File: src/design/clfr_pkg.sv
// Package for the CRLF line framer: default sizes, character codes, operation
// and result codes, transfer payload structs and controller/datapath bundles.
// No dependencies.
package clfr_pkg;

  localparam int MESSAGE_LENGTH_DEF = 64;
  localparam int MESSAGE_SLOTS_DEF  = 8;

  localparam logic [7:0] CH_LF = 8'h0A;
  localparam logic [7:0] CH_CR = 8'h0D;

  typedef enum logic {
    OP_BYTE = 1'b0,
    OP_POP  = 1'b1
  } op_t;

  typedef enum logic {
    KIND_BYTE = 1'b0,
    KIND_NONE = 1'b1
  } kind_t;

  typedef struct packed {
    op_t        operation;
    logic [7:0] rx_byte;
  } req_t;

  typedef struct packed {
    kind_t      kind;
    logic [7:0] data_byte;
    logic [5:0] byte_index;
    logic [6:0] message_length;
    logic       last;
  } rsp_t;

  typedef struct packed {
    logic push;
    logic pop_start;
    logic load_byte;
    logic load_empty;
  } cmd_t;

  typedef struct packed {
    logic ring_empty;
    logic last_byte;
  } status_t;

endpackage

File: src/design/clfr_ctrl.sv
// Controller for the CRLF line framer: sequences pops and owns the handshakes.
// Depends on clfr_pkg; drives the datapath clfr_dp through cmd_t and status_t.
module clfr_ctrl (
  input  logic              clk,
  input  logic              rst,
  input  logic              req_valid,
  output logic              req_ready,
  input  clfr_pkg::op_t     req_op,
  output logic              rsp_valid,
  input  logic              rsp_ready,
  output clfr_pkg::cmd_t    cmd,
  input  clfr_pkg::status_t status
);
  import clfr_pkg::*;

  typedef enum logic [1:0] {
    ST_IDLE,
    ST_EMPTY,
    ST_STREAM
  } state_t;

  state_t state;
  logic   req_fire;
  logic   rsp_free;

  assign req_ready = (state == ST_IDLE);
  assign req_fire  = req_valid && req_ready;
  assign rsp_free  = !rsp_valid || rsp_ready;

  always_comb begin
    cmd.push       = req_fire && (req_op == OP_BYTE);
    cmd.pop_start  = req_fire && (req_op == OP_POP) && !status.ring_empty;
    cmd.load_empty = (state == ST_EMPTY) && rsp_free;
    cmd.load_byte  = (state == ST_STREAM) && rsp_free;
  end

  always_ff @(posedge clk) begin
    if (rst) begin
      state     <= ST_IDLE;
      rsp_valid <= 1'b0;
    end else begin
      if (cmd.load_byte || cmd.load_empty) begin
        rsp_valid <= 1'b1;
      end else if (rsp_ready) begin
        rsp_valid <= 1'b0;
      end
      unique case (state)
        ST_IDLE: begin
          if (req_fire && (req_op == OP_POP)) begin
            state <= status.ring_empty ? ST_EMPTY : ST_STREAM;
          end
        end
        ST_EMPTY: begin
          if (cmd.load_empty) begin
            state <= ST_IDLE;
          end
        end
        ST_STREAM: begin
          if (cmd.load_byte && status.last_byte) begin
            state <= ST_IDLE;
          end
        end
        default: state <= ST_IDLE;
      endcase
    end
  end

  a_load_needs_room: assert property (@(posedge clk) disable iff (rst)
    (cmd.load_byte || cmd.load_empty) |-> (!rsp_valid || rsp_ready))
    else $error("result register overwritten while a transfer is pending");

  a_stream_to_idle: assert property (@(posedge clk) disable iff (rst)
    (state == ST_STREAM && cmd.load_byte && status.last_byte) |=> req_ready)
    else $error("controller did not return to idle after the last byte");

  a_no_push_while_busy: assert property (@(posedge clk) disable iff (rst)
    (state != ST_IDLE) |-> !(cmd.push || cmd.pop_start))
    else $error("new item started while a pop is in progress");

endmodule

File: config.mk
export PLATFORM = sky130hd
export DESIGN_NAME = clfr_ctrl
export DESIGN_NICKNAME = d
export VERILOG_FILES = /design/src/design/clfr_pkg.sv /design/src/design/clfr_ctrl.sv
export SDC_FILE = /design/constraint.sdc
export NUM_CORES = 1
export LEC_CHECK = 0
export BUFFER_PORTS_ARGS = -buffer_cell sky130_fd_sc_hd__buf_2
export CAP_MARGIN = 25
export CORE_AREA = 5 5 42 44
export CTS_CLUSTER_DIAMETER = 200
export DETAILED_ROUTE_END_ITERATION = 16
export DIE_AREA = 0 0 47 49
export PLACE_DENSITY_LB_ADDON = 0.3
export SETUP_SLACK_MARGIN = 0.4
export SLEW_MARGIN = 15
export SYNTH_ARGS = -nofsm -noshare
export SYNTH_HDL_FRONTEND = slang
export SYNTH_SLANG_ARGS = --single-unit
File: constraint.sdc
create_clock -name clk -period 1.08 [get_ports clk]
set_input_delay 0 -clock clk [delete_from_list [all_inputs] [get_ports clk]]
set_output_delay 0 -clock clk [all_outputs]
set_load 0.01 [all_outputs]
# After elaboration in Yosys (flattened, before gate mapping)

Cells that the tools add are included.

Bits in registers: 3
Bits of input ports: 7

Equal/unequal tests: 5
Muxes and demuxes: 7
Bitwise logic cells: 1
Reductions and logical operators: 14

Operators with widths:

| operator                                                              | number |
|---|---|
| 2-bit two-way mux                                                     | 4 |
| 1-bit logical AND                                                     | 7 |
| 2-bit case mux with 3 select lines                                    | 1 |
| 2-bit by 1-bit != test with 1-bit output, second input constant       | 2 |
| 3-bit AND reduction                                                   | 1 |
| 2-bit by 1-bit equality test with 1-bit output, second input constant | 1 |
| 2-bit equality test, second input constant                            | 1 |
| 1-bit logical NOT                                                     | 2 |
| 2-bit logical NOT                                                     | 1 |
| 1-bit logical OR                                                      | 2 |
| 1-bit two-way mux                                                     | 2 |
| 2-bit != test, second input constant                                  | 1 |
| 2-bit nonzero test                                                    | 1 |
| 1-bit inverter                                                        | 1 |

# Longest topological paths before layout

Depth after elaboration: 6
Gate-level depth with buffers: 3
Gate-level depth less buffers: 3

# Worst setup path before layout

No wires, ideal clock.

Path type: flip-flop to flip-flop
Start: register state[0]
End: register state[1]
Arrival time: 0.888 ns
Path slack: 0.134 ns
Cell stages (with the launch flop): 4
Buffers on the path: 0
Period minus slack after synthesis: 0.946 ns
Cell sequence: dfxtp_1 nor2_2 and4b_4 o21ba_1

Word-level cells in the longest chain between the ends: 5

RTL lines:

| element                                                   | RTL line        | RTL |
|---|---|---|
| start, declared                                           | clfr_ctrl.sv:22 | `state_t state;` |
| start signal, assigned                                    | clfr_ctrl.sv:50 | `state <= status.ring_empty ? ST_EMPTY : ST_STREAM;` |
| 2-bit logical NOT *                                       | clfr_ctrl.sv:26 | `assign req_ready = (state == ST_IDLE);` |
| via req_ready                                             | clfr_ctrl.sv:7  | `output logic req_ready,` |
| 1-bit logical AND                                         | clfr_ctrl.sv:27 | `assign req_fire = req_valid && req_ready;` |
| 1-bit logical AND                                         | clfr_ctrl.sv:49 | `if (req_fire && (req_op == OP_POP)) begin` |
| 2-bit by 1-bit != test with 1-bit output (no source line) | -               |  |
| 3-bit AND reduction (no source line)                      | -               |  |

Mark *: on every way through the listed nets, which the timed path passes. The rest lies on a longest branch.
A chain may end at the register's enable or synchronous reset.

==> impl_metrics.csv <==
group,metric,value,unit
setup_path,cp.required,1.08,ns
layout,drive_gt1_share,75.0,%
power,p_leak,0.176,nW
layout,synthToLayoutAreaGrowth,132,%
routing,drc,0,
power,switching_share,23.3,%
sta,relSlewSlack,85.7,%
worst_hold_path,hold_path_end,"state[0]$_SDFFE_PP0P_",
clock_network,cts_max_path_buffers,2,
sta,max_freq,953,MHz
grt,grt_max_degree,7,
grt,grt_antenna_before_repair,0,
sta,fin_crit_sh,97.1,%
setup_path,worst-r2r-cell-count,4,
sta,hold_viol,2,
sta,period_needed,1.05,ns
power,p_int,0.000305,W
setup_path,path_class,"reg2out",
run_status,outcome,"finished, violations left",
routing,viasPerCell,4.07,
grt,grt-ovfl-total,0,
worst_hold_path,worst_hold_path_type,"in2reg",
layout,final_nets,48,
placed_design,dp_cells,46,
layout,layout_commonest_cell,"buf_2",
die,initial_core_util,11.7,%
setup_path,slowest_delay,0.35,ns
power,clkPwrFrac,48.4,%
setup_path,reg2reg_to,"state[1]$_SDFFE_PP0P_",
sta,setup_violations,0,
power,power_density,1040,nW/µm²
die,fp.coreArea,1400,µm²
grt,gr-usage-all-layers,6.47,%
sta,slew_violations,0,
power,p_switching,0.0000924,W
clock_network,h-tree-depth,1,
synth,synth_area_per_cell,9.11,µm²
routing,firstDrtPassIters,2,
setup_path,cp_cell_sequence,"nor2_4 > and4b_4 > buf_6",
flow_run,maxCapViolCount,0,
grt,grt_pass1_vias,249,
synth,synth_fp_nets,25,
sta,timing.hold.ws,-0.0346,ns
routing,ant_nets,0,
synth,syn-instance-count,18,
clock_network,path_clk_slew,0.03,ns
sta,finalClockSkew,0.00442,ns
setup_path,endpoint_kind,"output port",
placed_design,gp_congestion,0.623,
synth,yosysSeqAreaShare,36.6,%
routing,drt-wirelength-per-cell,10.2,µm
worst_hold_path,hold_start,"rst",
synth,ys_warn_count,0,
placed_design,port_buffers,12,
setup_path,critPathLaunchType,"register",
clock_network,root_buffer,"clkbuf_4",
clock_network,worstSkewPairLatency,0.23,ns
grt,grt_pass1_wl,1.01,mm
run_status,violations,"negative hold slack",
clock_network,cts.sinks,3,
power,ir_drop,764,µV
setup_path,r2r_slack,0.11,ns
sta,worst_slew_pin_slew,0.212,ns
synth,synth_cell_types,14,
layout,fin_cells,56,
synth,synth_area,164,µm²
routing,routed_wl,571,µm
placed_design,dp_hpwl,399,µm
setup_path,r2r-start,"state[0]$_SDFFE_PP0P_",
setup_path,cpMaxStageDelayCell,"dfxtp_4",
power,p_seq_share,30.1,%
layout,diodes,0,
sta,rsz0062_at_grt,"true",
power,combinationalPowerShare,21.5,%
die,die_y,49,µm
layout,mostFrequentLayoutCells,"buf_2, buf_6, clkbuf_4",
die,die_area,2300,µm²
setup_path,crit_fanout,6,
die,die_x,47,µm
clock_network,cts_buffers,3,
routing,dr_total_vias,228,
routing,drt_iter0_drc,3,
die,ioPinCount,13,
placed_design,place_ws,0.203,ns
synth,synth.ff_latch_count,3,
setup_path,cp_data_arrival_time,1.05,ns
sta,setup_ws,0.0310,ns
die,num_rows,14,
clock_network,cts_tree,"yes",
worst_hold_path,hold_depth,2,
## power by group through the flow
stage	clock, W	combinational, W	sequential (W)
2_1_floorplan	0	0.0000261	0.000123
3_3_place_gp	0	0.0000549	0.000122
3_5_place_dp	0	0.0000547	0.000123
4_1_cts	0.000200	0.0000780	0.000120
5_1_grt	0.000224	0.0000933	0.000120
6_report	0.000192	0.0000855	0.000119
## state kept, by name, summed over array words and instances, names as in the netlist
name,cells
rsp_valid,1
state,2
## Yosys cell counts, drive strengths merged
master,instances,area [µm²]
nand2b,2,12.5
a21oi,1,5.00
o21ba,1,10.0
nand4b,1,8.76
and4b,1,13.8
nand2,1,3.75
a31oi,1,6.26
a211oi,1,7.51
dfxtp,3,60.1
or2b,1,7.51
nor4b,1,8.76
nor2,3,13.8
nor2b,1,6.26
## worst max-delay path: cells and delay by family (launching register included)
kind	cells	cell delay [ns]
simple gates	2	0.37
flops	1	0.35
buf+inv	1	0.10
## layer usage
metal  global-route usage [%]  wire length, µm
met5                        0                0
met4                     2.76                0
met3                     7.38              117
met2                     7.47              220
met1                     7.22              233
## repair_timing
item,4_1_cts,5_1_grt
endpoints found under the setup margin,9,9
pin swaps,3,1
endpoints found under the hold margin,2,2
gates resized for setup,8,2
setup buffers,4,2
## worst max path at each step
stage	start	endpoint	slack (ns)	depth (start not counted)
floorplan	state[1]$_SDFFE_PP0P_	state[1]$_SDFFE_PP0P_	0.19	3
finish	state[0]$_SDFFE_PP0P_	cmd[2]	0.03	3
detailed placement	state[1]$_SDFFE_PP0P_	state[1]$_SDFFE_PP0P_	0.20	3
CTS	state[0]$_SDFFE_PP0P_	cmd[0]	0.02	3
global route	state[0]$_SDFFE_PP0P_	cmd[0]	-0.07	3
global placement	state[1]$_SDFFE_PP0P_	state[1]$_SDFFE_PP0P_	0.21	3
## cell families after synthesis
logic type / share of synthesized area, %
AO/OA/AOI/OAI: 17.6
AND/OR/NAND/NOR: 45.8
flip-flops: 36.6
## stage by stage
| stage | utilization (%) | hold slack, ns | TNS, ns | total power [W] | instance area [µm²] |
|---|---|---|---|---|---|
| finish | 27.1 | -0.0346 | 0 | 0.000397 | 380 |
| global route | 27.1 | -0.0506 | -0.146 | 0.000437 | 380 |
| CTS | 25.6 | -0.0476 | 0 | 0.000398 | 359 |
| detailed placement | 18.9 | 0.189 | 0 | 0.000177 | 265 |
| global placement | 18.9 | 0.190 | 0 | 0.000177 | 265 |
| floorplan | - | 0.0504 | 0 | 0.000149 | 185 |
## area by class of cell
type                    count  area [µm²]
fillers                   170        1020
repair buffers             18         139
multi-input cells          15         126
flip-flops and latches      3        68.8
clock buffers               4        26.3
well taps                  16        20.0
Power figures use the tool's default switching activity.
